## src/rtl/dgma_pkg.sv

```systemverilog
// ---------------------------------------------------------------------------
// dgma_pkg: shared types and constants
// payload structs, status and mode codes, controller states and commands
// ---------------------------------------------------------------------------
package dgma_pkg;

  localparam int unsigned DistW = 16;
  localparam int unsigned FiltW = 20;

  typedef enum logic [1:0] {
    MODE_SAMPLE = 2'd0,
    MODE_FAULT  = 2'd1,
    MODE_CLEAR  = 2'd2,
    MODE_NONE   = 2'd3
  } mode_e;

  typedef enum logic [2:0] {
    ST_ACCEPTED = 3'd0,
    ST_RANGE    = 3'd1,
    ST_JUMP     = 3'd2,
    ST_FAULT    = 3'd3,
    ST_CLEARED  = 3'd4
  } status_e;

  typedef enum logic [2:0] {
    CFG_OFFSET  = 3'd0,
    CFG_MIN     = 3'd1,
    CFG_MAX     = 3'd2,
    CFG_JUMP    = 3'd3,
    CFG_MED_ON  = 3'd4,
    CFG_MED_LEN = 3'd5,
    CFG_AVG_LEN = 3'd6
  } cfg_idx_e;

  typedef struct packed {
    logic [1:0]       mode;
    logic [DistW-1:0] raw_mm;
  } in_item_t;

  typedef struct packed {
    logic [2:0]       status;
    logic [DistW-1:0] corrected_mm;
    logic [DistW-1:0] median_mm;
    logic [FiltW-1:0] filtered_q4;
    logic             filtered_ok;
  } out_item_t;

  typedef enum logic [3:0] {
    S_IDLE,
    S_CLEAR,
    S_GATE,
    S_MWR,
    S_MSORT,
    S_AWR,
    S_ASUM,
    S_DIV,
    S_DONE
  } state_e;

  // controller -> datapath
  typedef struct packed {
    logic load;       // latch input item
    logic clr_step;   // one step of clear sweep
    logic clr_start;
    logic gate;       // evaluate gate, status
    logic med_write;
    logic sort_step;
    logic avg_write;
    logic sum_step;
    logic div_start;
    logic div_step;
    logic commit;     // update filtered state
    logic fault;
    logic set_status; // status from mode codes
    logic emit;       // copy result fields to the output register
  } cmd_t;

  // datapath -> controller
  typedef struct packed {
    logic is_sample;
    logic is_clear;
    logic pass;       // gate accepted
    logic med_en;
    logic avg_en;
    logic clr_done;
    logic sort_done;
    logic sum_done;
    logic div_done;
  } sts_t;

endpackage

```

## src/rtl/dgma_ctrl.sv

```systemverilog
// ---------------------------------------------------------------------------
// dgma_ctrl: sequencing state machine
// steps one item through gate or clear sweep, median sort, average sum and divide
// ---------------------------------------------------------------------------
module dgma_ctrl import dgma_pkg::*; (
  input  logic clk_i,
  input  logic rst_ni,
  input  logic in_valid_i,
  output logic in_stall_o,
  output logic out_valid_o,
  input  logic out_stall_i,
  output cmd_t cmd_o,
  input  sts_t sts_i
);

  state_e state_q, state_d;
  logic   ovalid_q, ovalid_d;

  always_ff @(posedge clk_i or negedge rst_ni) begin
    if (!rst_ni) begin
      state_q  <= S_IDLE;
      ovalid_q <= 1'b0;
    end else begin
      state_q  <= state_d;
      ovalid_q <= ovalid_d;
    end
  end

  assign out_valid_o = ovalid_q;
  assign in_stall_o  = (state_q != S_IDLE);

  always_comb begin
    state_d  = state_q;
    ovalid_d = ovalid_q && out_stall_i;
    cmd_o    = '0;
    unique case (state_q)
      S_IDLE: begin
        if (in_valid_i) begin
          cmd_o.load = 1'b1;
          state_d    = S_GATE;
        end
      end
      S_GATE: begin
        if (sts_i.is_sample) begin
          cmd_o.gate = 1'b1;
          if (!sts_i.pass) begin
            state_d = S_DONE;
          end else if (sts_i.med_en) begin
            state_d = S_MWR;
          end else begin
            state_d = S_AWR;
          end
        end else if (sts_i.is_clear) begin
          cmd_o.set_status = 1'b1;
          cmd_o.clr_start  = 1'b1;
          state_d          = S_CLEAR;
        end else begin
          cmd_o.set_status = 1'b1;
          cmd_o.fault      = 1'b1;
          state_d          = S_DONE;
        end
      end
      S_CLEAR: begin
        cmd_o.clr_step = 1'b1;
        if (sts_i.clr_done) begin
          state_d = S_DONE;
        end
      end
      S_MWR: begin
        cmd_o.med_write = 1'b1;
        state_d         = S_MSORT;
      end
      S_MSORT: begin
        cmd_o.sort_step = 1'b1;
        if (sts_i.sort_done) begin
          state_d = S_AWR;
        end
      end
      S_AWR: begin
        cmd_o.avg_write = 1'b1;
        state_d         = sts_i.avg_en ? S_ASUM : S_DONE;
        cmd_o.commit    = !sts_i.avg_en;
      end
      S_ASUM: begin
        cmd_o.sum_step = 1'b1;
        if (sts_i.sum_done) begin
          cmd_o.div_start = 1'b1;
          state_d         = S_DIV;
        end
      end
      S_DIV: begin
        cmd_o.div_step = 1'b1;
        if (sts_i.div_done) begin
          cmd_o.commit = 1'b1;
          state_d      = S_DONE;
        end
      end
      S_DONE: begin
        if (!ovalid_q || !out_stall_i) begin
          cmd_o.emit = 1'b1;
          ovalid_d   = 1'b1;
          state_d    = S_IDLE;
        end
      end
      default: state_d = S_IDLE;
    endcase
  end

endmodule

```

## src/rtl/dgma_datapath.sv

```systemverilog
// ---------------------------------------------------------------------------
// dgma_datapath: gate, median ring and rank sort, average ring, divider
// median by rank counting one entry per cycle, sum one entry per cycle,
// restoring divide one quotient bit per cycle
// ---------------------------------------------------------------------------
module dgma_datapath import dgma_pkg::*; #(
  parameter int unsigned MedianDepth  = 15,
  parameter int unsigned AverageDepth = 32
) (
  input  logic            clk_i,
  input  logic            rst_ni,
  input  logic            cfg_we_i,
  input  logic [2:0]      cfg_idx_i,
  input  logic [15:0]     cfg_data_i,
  input  in_item_t        in_data_i,
  output out_item_t       out_data_o,
  input  cmd_t            cmd_i,
  output sts_t            sts_o
);

  localparam int unsigned MW  = $clog2(MedianDepth);
  localparam int unsigned MCW = $clog2(MedianDepth + 1);
  localparam int unsigned AW  = (AverageDepth > 1) ? $clog2(AverageDepth) : 1;
  localparam int unsigned ACW = $clog2(AverageDepth + 1);
  localparam int unsigned SW  = DistW + ACW;     // sum width
  localparam int unsigned NW  = SW + 4;          // dividend width
  localparam int unsigned CW  = (MW > AW ? MW : AW) + 1;
  localparam int unsigned MaxDepth = (MedianDepth > AverageDepth) ? MedianDepth
                                                                  : AverageDepth;

  // configuration
  logic [15:0] offset_q, min_q, max_q, jump_q;
  logic        med_on_q;
  logic [7:0]  med_len_q, avg_len_q;

  always_ff @(posedge clk_i or negedge rst_ni) begin
    if (!rst_ni) begin
      offset_q  <= '0;
      min_q     <= '0;
      max_q     <= 16'hFFFF;
      jump_q    <= 16'hFFFF;
      med_on_q  <= 1'b1;
      med_len_q <= 8'd5;
      avg_len_q <= 8'd8;
    end else if (cfg_we_i) begin
      unique case (cfg_idx_e'(cfg_idx_i))
        CFG_OFFSET:  offset_q  <= cfg_data_i;
        CFG_MIN:     min_q     <= cfg_data_i;
        CFG_MAX:     max_q     <= cfg_data_i;
        CFG_JUMP:    jump_q    <= cfg_data_i;
        CFG_MED_ON:  med_on_q  <= cfg_data_i[0];
        CFG_MED_LEN: med_len_q <= cfg_data_i[7:0];
        CFG_AVG_LEN: avg_len_q <= cfg_data_i[7:0];
        default: ;
      endcase
    end
  end

  // effective windows
  logic [MCW-1:0] mwin;
  logic [ACW-1:0] awin;
  always_comb begin
    if (32'(med_len_q) > MedianDepth) mwin = MCW'(MedianDepth);
    else                              mwin = MCW'(med_len_q);
    if (32'(avg_len_q) > AverageDepth) awin = ACW'(AverageDepth);
    else                               awin = ACW'(avg_len_q);
  end
  assign sts_o.med_en = med_on_q && (med_len_q >= 8'd3);
  assign sts_o.avg_en = (avg_len_q != 8'd0);

  // item
  logic [1:0]  mode_q;
  logic [15:0] raw_q;
  always_ff @(posedge clk_i) begin
    if (cmd_i.load) begin
      mode_q <= in_data_i.mode;
      raw_q  <= in_data_i.raw_mm;
    end
  end
  assign sts_o.is_sample = (mode_e'(mode_q) == MODE_SAMPLE);
  assign sts_o.is_clear  = (mode_e'(mode_q) == MODE_CLEAR);

  // state
  logic [MW-1:0]  mpos_q;
  logic [MCW-1:0] mfill_q;
  logic [AW-1:0]  apos_q;
  logic [ACW-1:0] afill_q;
  logic [FiltW-1:0] last_q;
  logic           have_q, meas_q;

  // correction and gate
  logic signed [17:0] sum18;
  logic [15:0] corr;
  logic [FiltW:0] c16, l16, step;
  logic in_rng, pass;
  always_comb begin
    sum18 = $signed({2'b00, raw_q}) + $signed({{2{offset_q[15]}}, offset_q});
    if (sum18 < 0)                 corr = '0;
    else if (sum18 > 18'sd65535)   corr = 16'hFFFF;
    else                           corr = sum18[15:0];
    in_rng = (corr >= min_q) && (corr <= max_q);
    c16  = {1'b0, corr, 4'h0};
    l16  = {1'b0, last_q};
    step = (c16 > l16) ? c16 - l16 : l16 - c16;
    pass = in_rng && !(meas_q && have_q && (step > {1'b0, jump_q, 4'h0}));
  end
  assign sts_o.pass = pass;

  // result registers
  logic [2:0]  status_q;
  logic [15:0] corr_q, med_q;
  logic [FiltW-1:0] fout_q;
  logic        fok_q;
  out_item_t   out_q;

  // rings
  logic [15:0] mring_q [MedianDepth];
  logic [15:0] aring_q [AverageDepth];
  logic [MW-1:0] mwpos;
  logic [AW-1:0] awpos;
  always_comb begin
    mwpos = (MCW'(mpos_q) >= mwin) ? '0 : mpos_q;
    awpos = (ACW'(apos_q) >= awin) ? '0 : apos_q;
  end

  // shared counters for sort and sum / clear
  logic [CW-1:0] i_q, j_q;
  logic [MCW-1:0] less_q, leq_q;
  logic [SW-1:0] sum_q;
  logic [MCW-1:0] half;
  assign half = mfill_q >> 1;

  // median by rank: candidate i is median if less(i) <= half < leq(i)
  logic [15:0] cand, other;
  logic found_q;
  logic found_now;
  logic [MCW-1:0] less_n, leq_n;
  assign cand  = mring_q[i_q[MW-1:0]];
  assign other = mring_q[j_q[MW-1:0]];
  assign sts_o.sort_done = (MCW'(j_q) == mfill_q - 1'b1) &&
                           ((MCW'(i_q) == mfill_q - 1'b1) || found_now);
  always_comb begin
    less_n = less_q + MCW'(other < cand);
    leq_n  = leq_q + MCW'(other <= cand);
    found_now = (MCW'(j_q) == mfill_q - 1'b1) && (less_n <= half) && (half < leq_n);
  end

  assign sts_o.sum_done = (ACW'(j_q) == afill_q - 1'b1);
  assign sts_o.clr_done = (32'(j_q) == MaxDepth - 1);

  // divider
  logic [NW-1:0] quo_q;
  logic [ACW:0]  rem_q;
  logic [$clog2(NW+1)-1:0] dcnt_q;
  logic [ACW:0] rsh;
  logic [NW-1:0] quo_n;
  assign sts_o.div_done = (32'(dcnt_q) == NW - 1);
  always_comb rsh = {rem_q[ACW-1:0], quo_q[NW-1]};
  assign quo_n = {quo_q[NW-2:0], (rsh >= {1'b0, afill_q})};

  always_ff @(posedge clk_i or negedge rst_ni) begin
    if (!rst_ni) begin
      mpos_q <= '0; mfill_q <= '0; apos_q <= '0; afill_q <= '0;
      last_q <= '0; have_q <= 1'b0; meas_q <= 1'b0;
    end else begin
      if (cmd_i.clr_start) begin
        mpos_q <= '0; mfill_q <= '0; apos_q <= '0; afill_q <= '0;
        last_q <= '0; have_q <= 1'b0;
      end
      if (cmd_i.fault && (mode_e'(mode_q) == MODE_FAULT)) meas_q <= 1'b0;
      if (cmd_i.med_write) begin
        mpos_q  <= (MCW'(mwpos) + 1'b1 >= mwin) ? '0 : MW'(mwpos + 1'b1);
        if (mfill_q < mwin) mfill_q <= mfill_q + 1'b1;
        else                mfill_q <= mwin;
      end
      if (cmd_i.avg_write && sts_o.avg_en) begin
        apos_q  <= (ACW'(awpos) + 1'b1 >= awin) ? '0 : AW'(awpos + 1'b1);
        if (afill_q < awin) afill_q <= afill_q + 1'b1;
        else                afill_q <= awin;
      end
      if (cmd_i.commit) begin
        have_q <= 1'b1;
        meas_q <= 1'b1;
        last_q <= sts_o.avg_en ? quo_n[FiltW-1:0] : {med_q, 4'h0};
      end
    end
  end

  // ring contents, zero after reset and after a clear sweep
  always_ff @(posedge clk_i or negedge rst_ni) begin
    if (!rst_ni) begin
      for (int k = 0; k < MedianDepth; k++) mring_q[k] <= '0;
      for (int k = 0; k < AverageDepth; k++) aring_q[k] <= '0;
    end else begin
      if (cmd_i.clr_step) begin
        if (32'(j_q) < MedianDepth)  mring_q[j_q[MW-1:0]] <= '0;
        if (32'(j_q) < AverageDepth) aring_q[j_q[AW-1:0]] <= '0;
      end
      if (cmd_i.med_write) mring_q[mwpos] <= corr_q;
      if (cmd_i.avg_write && sts_o.avg_en) aring_q[awpos] <= med_q;
    end
  end

  always_ff @(posedge clk_i) begin
    if (cmd_i.clr_start) begin
      j_q <= '0;
    end
    if (cmd_i.clr_step) begin
      j_q <= j_q + 1'b1;
    end
    if (cmd_i.med_write) begin
      i_q <= '0; j_q <= '0; less_q <= '0; leq_q <= '0; found_q <= 1'b0;
    end
    if (cmd_i.sort_step) begin
      if (MCW'(j_q) == mfill_q - 1'b1) begin
        if (!found_q && found_now) begin
          med_q <= cand; found_q <= 1'b1;
        end
        i_q <= i_q + 1'b1; j_q <= '0; less_q <= '0; leq_q <= '0;
      end else begin
        j_q <= j_q + 1'b1; less_q <= less_n; leq_q <= leq_n;
      end
    end
    if (cmd_i.avg_write) begin
      j_q <= '0; sum_q <= '0;
      if (!sts_o.avg_en) fout_q <= {med_q, 4'h0};
    end
    if (cmd_i.sum_step) begin
      sum_q <= sum_q + SW'(aring_q[j_q[AW-1:0]]);
      j_q   <= j_q + 1'b1;
    end
    if (cmd_i.div_start) begin
      quo_q  <= {sum_q + SW'(aring_q[j_q[AW-1:0]]), 4'h0};
      rem_q  <= '0;
      dcnt_q <= '0;
    end
    if (cmd_i.div_step) begin
      if (rsh >= {1'b0, afill_q}) begin
        rem_q <= rsh - {1'b0, afill_q};
      end else begin
        rem_q <= rsh;
      end
      quo_q  <= quo_n;
      dcnt_q <= dcnt_q + 1'b1;
      if (sts_o.div_done) begin
        fout_q <= quo_n[FiltW-1:0];
      end
    end
    // result fields
    if (cmd_i.gate) begin
      corr_q   <= corr;
      med_q    <= pass ? corr : '0;
      status_q <= !in_rng ? ST_RANGE : (pass ? ST_ACCEPTED : ST_JUMP);
      fout_q   <= last_q;
      fok_q    <= have_q;
    end
    if (cmd_i.set_status) begin
      corr_q <= '0;
      med_q  <= '0;
      fout_q <= sts_o.is_clear ? '0 : last_q;
      fok_q  <= sts_o.is_clear ? 1'b0 : have_q;
      unique case (mode_e'(mode_q))
        MODE_FAULT: status_q <= ST_FAULT;
        MODE_CLEAR: status_q <= ST_CLEARED;
        default:    status_q <= ST_RANGE;
      endcase
    end
    if (cmd_i.commit) fok_q <= 1'b1;
    // output beat holds while the next item is worked on
    if (cmd_i.emit) begin
      out_q.status       <= status_q;
      out_q.corrected_mm <= corr_q;
      out_q.median_mm    <= med_q;
      out_q.filtered_q4  <= fout_q;
      out_q.filtered_ok  <= fok_q;
    end
  end

  assign out_data_o = out_q;

endmodule

```

## src/rtl/distance_gate_median_average.sv

```systemverilog
// ---------------------------------------------------------------------------
// distance_gate_median_average: distance gate with median and average
// offset, range and jump gate, sliding median, moving average in 16.4
// ---------------------------------------------------------------------------
// One item at a time. A rejected sample, a fault or an unused mode goes
// from the gate straight to the output; a clear sweeps both rings over
// the larger of MedianDepth and AverageDepth entries. An accepted sample
// runs the median rank count, one compare per cycle, comparing each
// candidate against every entry of the median fill and ending once the
// median is found (skipped in median bypass); the average sum, one add per
// entry of the average fill; and the restoring divide, one quotient bit
// per cycle over a 20 + clog2(AverageDepth+1) bit dividend, 26 bits with
// the default depth (sum and divide skipped in average bypass). The output
// register lets the block take and work on the next item while a finished
// beat waits.
module distance_gate_median_average import dgma_pkg::*; #(
  parameter int unsigned MedianDepth  = 15,
  parameter int unsigned AverageDepth = 32
) (
  input  logic      clk_i,
  input  logic      rst_ni,
  input  logic      cfg_we_i,
  input  logic [2:0] cfg_idx_i,
  input  logic [15:0] cfg_data_i,
  input  logic      in_valid_i,
  output logic      in_stall_o,
  input  in_item_t  in_data_i,
  output logic      out_valid_o,
  input  logic      out_stall_i,
  output out_item_t out_data_o
);

  cmd_t cmd;
  sts_t sts;

  dgma_ctrl u_ctrl (
    .clk_i, .rst_ni, .in_valid_i, .in_stall_o, .out_valid_o, .out_stall_i,
    .cmd_o(cmd), .sts_i(sts)
  );

  dgma_datapath #(.MedianDepth(MedianDepth), .AverageDepth(AverageDepth)) u_dp (
    .clk_i, .rst_ni, .cfg_we_i, .cfg_idx_i, .cfg_data_i, .in_data_i,
    .out_data_o, .cmd_i(cmd), .sts_o(sts)
  );

endmodule
```

## config.mk

```make
export PLATFORM = sky130hd
export DESIGN_NAME = distance_gate_median_average
export DESIGN_NICKNAME = d
export VERILOG_FILES = /design/src/rtl/dgma_pkg.sv /design/src/rtl/dgma_ctrl.sv /design/src/rtl/dgma_datapath.sv /design/src/rtl/distance_gate_median_average.sv
export SDC_FILE = /design/constraint.sdc
export NUM_CORES = 2
export LEC_CHECK = 0
export ABC_CLOCK_PERIOD_IN_PS = 14900
export BUFFER_PORTS_ARGS = -buffer_cell sky130_fd_sc_hd__buf_2
export CELL_PAD_IN_SITES_DETAIL_PLACEMENT = 1
export CELL_PAD_IN_SITES_GLOBAL_PLACEMENT = 2
export CORE_ASPECT_RATIO = 1.4
export CORE_MARGIN = 2
export CORE_UTILIZATION = 46
export CTS_BUF_LIST = sky130_fd_sc_hd__clkbuf_8
export DETAILED_ROUTE_END_ITERATION = 12
export GPL_TIMING_DRIVEN = 0
export PLACE_DENSITY = 0.95
export SYNTH_ARGS = -nofsm -noshare
export SYNTH_HDL_FRONTEND = slang
export SYNTH_HIERARCHICAL = 1
export SYNTH_SLANG_ARGS = --single-unit
```

## constraint.sdc

```tcl
create_clock -name clk_i -period 14.9 [get_ports clk_i]
set_clock_uncertainty 0.2 [all_clocks]
set_input_delay 2.98 -clock clk_i [delete_from_list [all_inputs] [get_ports clk_i]]
set_output_delay 2.98 -clock clk_i [all_outputs]
set_load 0.02 [all_outputs]
```

**Word level (Yosys, flattened, before mapping)**

Index checks and enable logic that the tools add are counted.

- $add $sub $neg: 17
- Reduce and logical (&&, ||, !) cells: 49
- Magnitude comparators: 31
- Bitwise logic cells: 9
- Multiplexer cells: 131
- Eq/ne operators: 27

Operator list:

| operator | count |
|---|---|
| 2-to-1 mux 512 bit | 3 |
| 2-to-1 mux 240 bit | 3 |
| bitwise AND 512 bit | 1 |
| bitwise mux 512 bit | 1 |
| inverter 512 bit | 1 |
| 2-to-1 mux 16 bit | 17 |
| bitwise AND 240 bit | 1 |
| bitwise mux 240 bit | 1 |
| inverter 240 bit | 1 |
| 2-to-1 mux 20 bit | 10 |
| demux 16 bit (select 5 bit) | 2 |
| binary-select mux 16 bit (select 4 bit) | 2 |
| demux 16 bit (select 4 bit) | 2 |
| 2-to-1 mux 6 bit | 16 |
| 2-to-1 mux 4 bit | 22 |
| binary-select mux 16 bit (select 5 bit) | 1 |
| 2-to-1 mux 26 bit | 2 |
| 2-to-1 mux 22 bit | 2 |
| subtractor 20 x 20 -> 21 bit | 2 |
| one-hot mux 4 bit (9 select lines) | 1 |
| less-or-equal comparator 16 bit | 2 |
| 2-to-1 mux 5 bit | 6 |
| 2-to-1 mux 1 bit | 28 |
| adder 22 x 16 -> 22 bit | 1 |
| 67 further kinds | 136 |

- Output and inout port bits: 58
- Word-level logic and storage cells: 348
- Flip-flop bits (word level): 1089
- Input port bits: 42

**Longest topological paths before layout**

- Depth in word-level cells: 14
- Mapped depth: 40
- Mapped depth without buffers: 37

**Cells and area by module**

The synthesis kept the hierarchy.

Modules (own cells, without submodules):

| module | area an instance (um^2) | cells an instance | instances | seq. area each (um^2) |
|---|---|---|---|---|
| dgma_datapath | 57211.1 | 5891 | 1 | 27581.5 |
| dgma_ctrl | 599.3 | 71 | 1 | 125.1 |

**Least setup slack after synthesis**

OpenSTA, ideal clock, no wires.

- Path kind: reg2reg
- Start: register u_dp.offset_q[0]
- End: register u_ctrl.state_q[2]
- Path slack: 7.648 ns
- Cell stages (with the launch flop): 38
- Library setup time: 0.064 ns
- Clock period less this slack: 7.252 ns
- Data arrival time: 6.988 ns
- Path buffers: 2
- Data required time: 14.636 ns
- Path through: dfrtp_1 > ha_1 > inv_1 > fa_1 > nor2b_1 > o31ai_2 > a211oi_2 > nor3_2 > a211oi_2 > o211a_1 > buf_4 > nor2_1 > o21a_1 > inv_1 > ha_1 > inv_1 > fa_1 > a21o_1 > [... 2 more ...] > a21o_1 > inv_1 > o21ai_0 > a2111o_1 > a31oi_1 > xnor2_1 > ha_1 > a21o_1 > a2111oi_0 > a31oi_1 > o31a_1 > o21ai_1 > and2_1 > buf_4 > nand2_1 > or3b_1 > a21oi_1 > mux2_4

- Word-level cells in the longest chain between the ends: 13
- Elaborated cells between the ends (all ways): 19
- Those cells by class: add/sub: 3; order compare: 6; mux: 6; reduce/logical: 4

Ends and longest elaborated chain:

| element | RTL line | RTL |
|---|---|---|
| from (decl) | dgma_datapath.sv:32 | `logic [15:0] offset_q, min_q, max_q, jump_q;` |
| from (signal assigned) | dgma_datapath.sv:47 | `CFG_OFFSET: offset_q <= cfg_data_i;` |
| adder 17 x 16 -> 18 bit * | dgma_datapath.sv:97 | `sum18 = $signed({2'b00, raw_q}) + $signed({{2{offset_q[15]}}, offset_q});` |
| > comparator 18 x 17 -> 1 bit | dgma_datapath.sv:99 | `else if (sum18 > 18'sd65535) corr = 16'hFFFF;` |
| 2-to-1 mux 16 bit | dgma_datapath.sv:99 |  |
| 2-to-1 mux 16 bit * | dgma_datapath.sv:98 | `if (sum18 < 0) corr = '0;` |
| net u_dp.corr[0] | dgma_datapath.sv:93 | `logic [15:0] corr;` |
| subtractor 20 x 20 -> 21 bit / > comparator 20 bit (equally long branches) | dgma_datapath.sv:104 | `step = (c16 > l16) ? c16 - l16 : l16 - c16;` |
| 2-to-1 mux 21 bit | dgma_datapath.sv:104 |  |
| > comparator 21 x 20 -> 1 bit | dgma_datapath.sv:105 | `pass = in_rng && !(meas_q && have_q && (step > {1'b0, jump_q, 4'h0}));` |
| logical AND 1 bit | dgma_datapath.sv:105 |  |
| logical NOT 1 bit | dgma_datapath.sv:105 |  |
| logical AND 1 bit * | dgma_datapath.sv:105 |  |
| net u_dp.pass | dgma_datapath.sv:95 | `logic in_rng, pass;` |
| 2-to-1 mux 4 bit * | dgma_ctrl.sv:46 | `if (!sts_i.pass) begin` |
| 2-to-1 mux 4 bit * | dgma_ctrl.sv:44 | `if (sts_i.is_sample) begin` |
| one-hot mux 4 bit (9 select lines) * | dgma_ctrl.sv:36 | `unique case (state_q)` |
| to (signal assigned) | dgma_ctrl.sv:24 | `state_q <= state_d;` |
| to (decl) | dgma_ctrl.sv:16 | `state_e state_q, state_d;` |

Mark *: on every way through the listed nets, which the timed path passes. The rest lies on a longest branch.
A chain may end at the register's enable or synchronous reset.

**Worst setup path in the final report**

- Start: register u_dp.raw_q[0]
- End: register u_ctrl.state_q[2]

- Word-level cells in the longest chain between the ends: 13
- Elaborated cells between the ends (all ways): 19
- Those cells by class: add/sub: 3; order compare: 6; mux: 6; reduce/logical: 4

Ends and longest elaborated chain:

| element | RTL line | RTL |
|---|---|---|
| from (decl) | dgma_datapath.sv:73 | `logic [15:0] raw_q;` |
| from (signal assigned) | dgma_datapath.sv:77 | `raw_q <= in_data_i.raw_mm;` |
| adder 17 x 16 -> 18 bit * | dgma_datapath.sv:97 |  |
| > comparator 18 x 17 -> 1 bit | dgma_datapath.sv:99 |  |
| 2-to-1 mux 16 bit | dgma_datapath.sv:99 |  |
| 2-to-1 mux 16 bit * | dgma_datapath.sv:98 |  |
| net u_dp.corr[4] | dgma_datapath.sv:93 |  |
| subtractor 20 x 20 -> 21 bit / > comparator 20 bit (equally long branches) | dgma_datapath.sv:104 |  |
| 2-to-1 mux 21 bit | dgma_datapath.sv:104 |  |
| > comparator 21 x 20 -> 1 bit | dgma_datapath.sv:105 |  |
| logical AND 1 bit | dgma_datapath.sv:105 |  |
| logical NOT 1 bit | dgma_datapath.sv:105 |  |
| logical AND 1 bit * | dgma_datapath.sv:105 |  |
| net u_dp.pass | dgma_datapath.sv:95 |  |
| 2-to-1 mux 4 bit * | dgma_ctrl.sv:46 |  |
| 2-to-1 mux 4 bit * | dgma_ctrl.sv:44 |  |
| one-hot mux 4 bit (9 select lines) * | dgma_ctrl.sv:36 |  |

Marked as above.

==> results.md <==
- Status: complete, but fails checks
- Failing checks: capacitance limit, slew limit
- Layout Cells excl Fill: approximately 8000
- Max Clk Rate: between 100 and 150 MHz
- Worst-Skew Late Latency: around 0.93 ns
- First-pass GRT wire length: 323 mm
- CTS tree: done
- DRT iter0 DRCs: around 3700
- Gr ovfl total: 0
- H-tree depth: 4
- Slew Limit Headroom: -0.0172
- Ys Warns: 6
- RSZ-0062 raised after global routing: no
- Maximum vdd drop: 0.101 mV
- Largest net degree at the start of global routing: roughly 120
- Gate count of the mapped netlist: around 6000
- Slowest-stage cell, CP: a2111oi_2
- Period utilisation layout: 0.628
- Max Buffers Root-to-Sink: 3
- WL per Instance: 26.5 um
- Synth async-reset ratio: 0.809
- R2R cell count: 34
- Mapped cell area: 0.0578 mm2
- CTS Root Cell: clkbuf_8
- Final antenna-violating net count: 0
- Crit path required time: between 15 and 20 ns
- Vias: about 48000
- Worst path max stage delay: between 0.6 and 0.7 ns
- Most common cell after layout, fill and taps aside: nand2_1
- Final Hold Viols: 0
- Routability Congestion: about 1
- Fin crit period: between 9 and 10 ns
- Post-synthesis register bit count: roughly 1100
- Initial Util: 0.465
- Die width: slightly above 300 um
- Die area: 0.129 mm2
- Via/cell ratio: 6.00
- Clock sinks: 1087
- Critical Path Fanout Max: 7
- HP Class: register to register
- Crit start category: register
- Placed cells: between 7000 and 8000
- Ports: 100
- Area growth from synthesis to layout: 11.1%
- Wirelength, routed: between 200 and 250 mm
- Pre-CTS WS: ~5.8 ns
- Site Rows: between 150 and 200
- Num CTS Buffers: 176
- Most frequent cells in the layout: nand2_1, dfrtp_1, o21ai_0
- DRT Pass-1 Iters: 5
- PD cells: approximately 170 mW/mm2
- Core area: around 0.12 mm2
- Max cap viols: 2
- WS Path Type: register to register
- Final WS setup: ~5.5 ns
- Yosys cell types: 93
- Max Slew Vio Count: 3
- Worst Hold Depth: 0
- Die Y-Extent: approximately 420 um
- Share of layout cells above drive strength 1: 0.144
- Detail Placement HPWL: 159 mm
- Port buffer count: between 90 and 100
- Final setup fails: 0
- Cts hold-fix bufs: 0
- Initial antenna violation count: 11
- Syn Nets: 6198
- Clock slew at reported path FFs: approximately 0.06 ns
- Sequential fraction of the synthesis area: 0.479
- Post-CTS setup buffers: 0
- Syn Area/Cell: just under 10 um2
- DRC: 0
- Post-synth top flop: dfrtp_1
- Worst-Margin Slew: about 1.5 ns
- Number of global-route vias before repair: around 52000
- Gr usage total: 0.332
- Number of synthesized flops with an enable pin: 150
- CP endpoint kind: register
- CP arrival: around 10 ns
- Post-CTS Resized: 0
- Leakage: ~26 nW
- Nets: about 6500
==> layer usage <==
layer,global-route usage,vias up,routed length [um]
met5,0,-,70
met4,0.229,12,16000
met3,0.0599,585,12400
met2,0.574,1735,106000
met1,0.374,24700,78300
li1,-,21200,-
==> registers in the layout, summed over array words and instances (netlist names), 20 cells and up <==
register         flops
u_dp/aring_q       512
u_dp/fout_q         20
u_dp/last_q         20
u_dp/mring_q       240
u_dp/out_data_o     56
u_dp/quo_q          26
u_dp/sum_q          22
==> final cells by class <==
class	count	area (um2)
inverter	169	637
buffer	467	1890
clock inverter	105	672
multi-input combinational	4239	27600
sequential	1087	27700
timing repair buffer	107	751
fill	14200	60200
clock buffer	214	2950
tap	1627	2040
antenna	7	17.5
==> cell usage after synthesis, types with 7 or more instances <==
master / count / area share
a211oi_1: 15 / 0.0019
a211oi_2: 9 / 0.0019
a21boi_0: 7 / 0.00091
a21o_1: 40 / 0.0052
a21oi_1: 126 / 0.011
a22o_1: 7 / 0.0011
a31oi_1: 9 / 0.00097
and2_1: 30 / 0.0032
and3_1: 19 / 0.0021
buf_1: 75 / 0.0049
buf_2: 60 / 0.0052
buf_4: 11 / 0.0014
clkbuf_1: 318 / 0.021
dfrtp_1: 843 / 0.36
dfstp_2: 36 / 0.016
dfxtp_1: 58 / 0.020
edfxtp_1: 150 / 0.078
ha_1: 190 / 0.041
inv_1: 165 / 0.011
mux2_2: 118 / 0.023
mux2i_1: 41 / 0.0071
mux4_2: 273 / 0.11
nand2_1: 1743 / 0.11
nand2b_1: 30 / 0.0032
nand3_1: 72 / 0.0062
nand4_1: 24 / 0.0026
nor2_1: 153 / 0.0099
nor2b_1: 32 / 0.0035
nor3_1: 40 / 0.0035
nor3b_1: 7 / 0.00091
nor4_1: 10 / 0.0011
nor4_2: 9 / 0.0019
o211ai_1: 25 / 0.0032
o21a_1: 33 / 0.0043
o21ai_0: 782 / 0.068
o21ai_1: 163 / 0.014
o21bai_1: 7 / 0.00091
o22ai_1: 23 / 0.0025
o31ai_1: 23 / 0.0030
xnor2_1: 43 / 0.0065
xor2_1: 41 / 0.0062
==> cell families after synthesis <==
logic type	count (synthesis)	share of synthesized area
xor+xnor	84	0.0127
flops	1087	0.479
simple gates	2216	0.159
fa+ha+maj	194	0.0425
buf+inv	636	0.0436
compound gates	1308	0.125
mux	437	0.138
==> critical path, delay by kind of cell (launching register included) <==
family | cells | cell delay (ns)
xor gates and xnor gates | 2 | 0.57
adders and majority gates | 4 | 1.16
DFF | 1 | 0.41
AOI/OAI and AO/OA | 16 | 4.76
and+or+nand+nor | 7 | 1.41
buffers and inverters | 4 | 0.56
muxes | 1 | 0.15
==> through the flow <==
stage | setup TNS (ns) | instance area, um2 | utilization | total power [mW] | hold WS [ns]
finish | 0 | 64300 | 0.516 | 10.8 | 0.192
global route | 0 | 64200 | 0.516 | 11.3 | 0.214
CTS | 0 | 64200 | 0.516 | 10.8 | 0.188
detailed placement | 0 | 60600 | 0.487 | 8.03 | 0.206
global placement | -7667.02 | 60300 | 0.485 | 7.89 | 0.205
floorplan | 0 | 57800 | - | 6.50 | 0.200
==> path summary, 6_finish.rpt <==
| check | from | to | slack [ns] |
|---|---|---|---|
| min | u_dp/med_q[9] | u_dp/out_data_o[30] | 0.19 |
| max reg2reg | u_dp/raw_q[0] | u_ctrl/state_q[2] | 5.54 |
| min reg2reg | u_dp/med_q[9] | u_dp/out_data_o[30] | 0.19 |
| min in group asynchronous | rst_ni | u_dp/aring_q[103] | 1.71 |
| max in group asynchronous | rst_ni | u_dp/aring_q[504] | 10.16 |
| max | u_dp/raw_q[0] | u_ctrl/state_q[2] | 5.54 |
==> report_power, final <==
group          internal, mW  switching, mW  leakage, nW
logic                  1.61           2.91         10.4
registers              3.33          0.216         13.9
clock network          1.42           1.29         2.07
total                  6.36           4.42         26.4
Power figures use the tool's default switching activity.
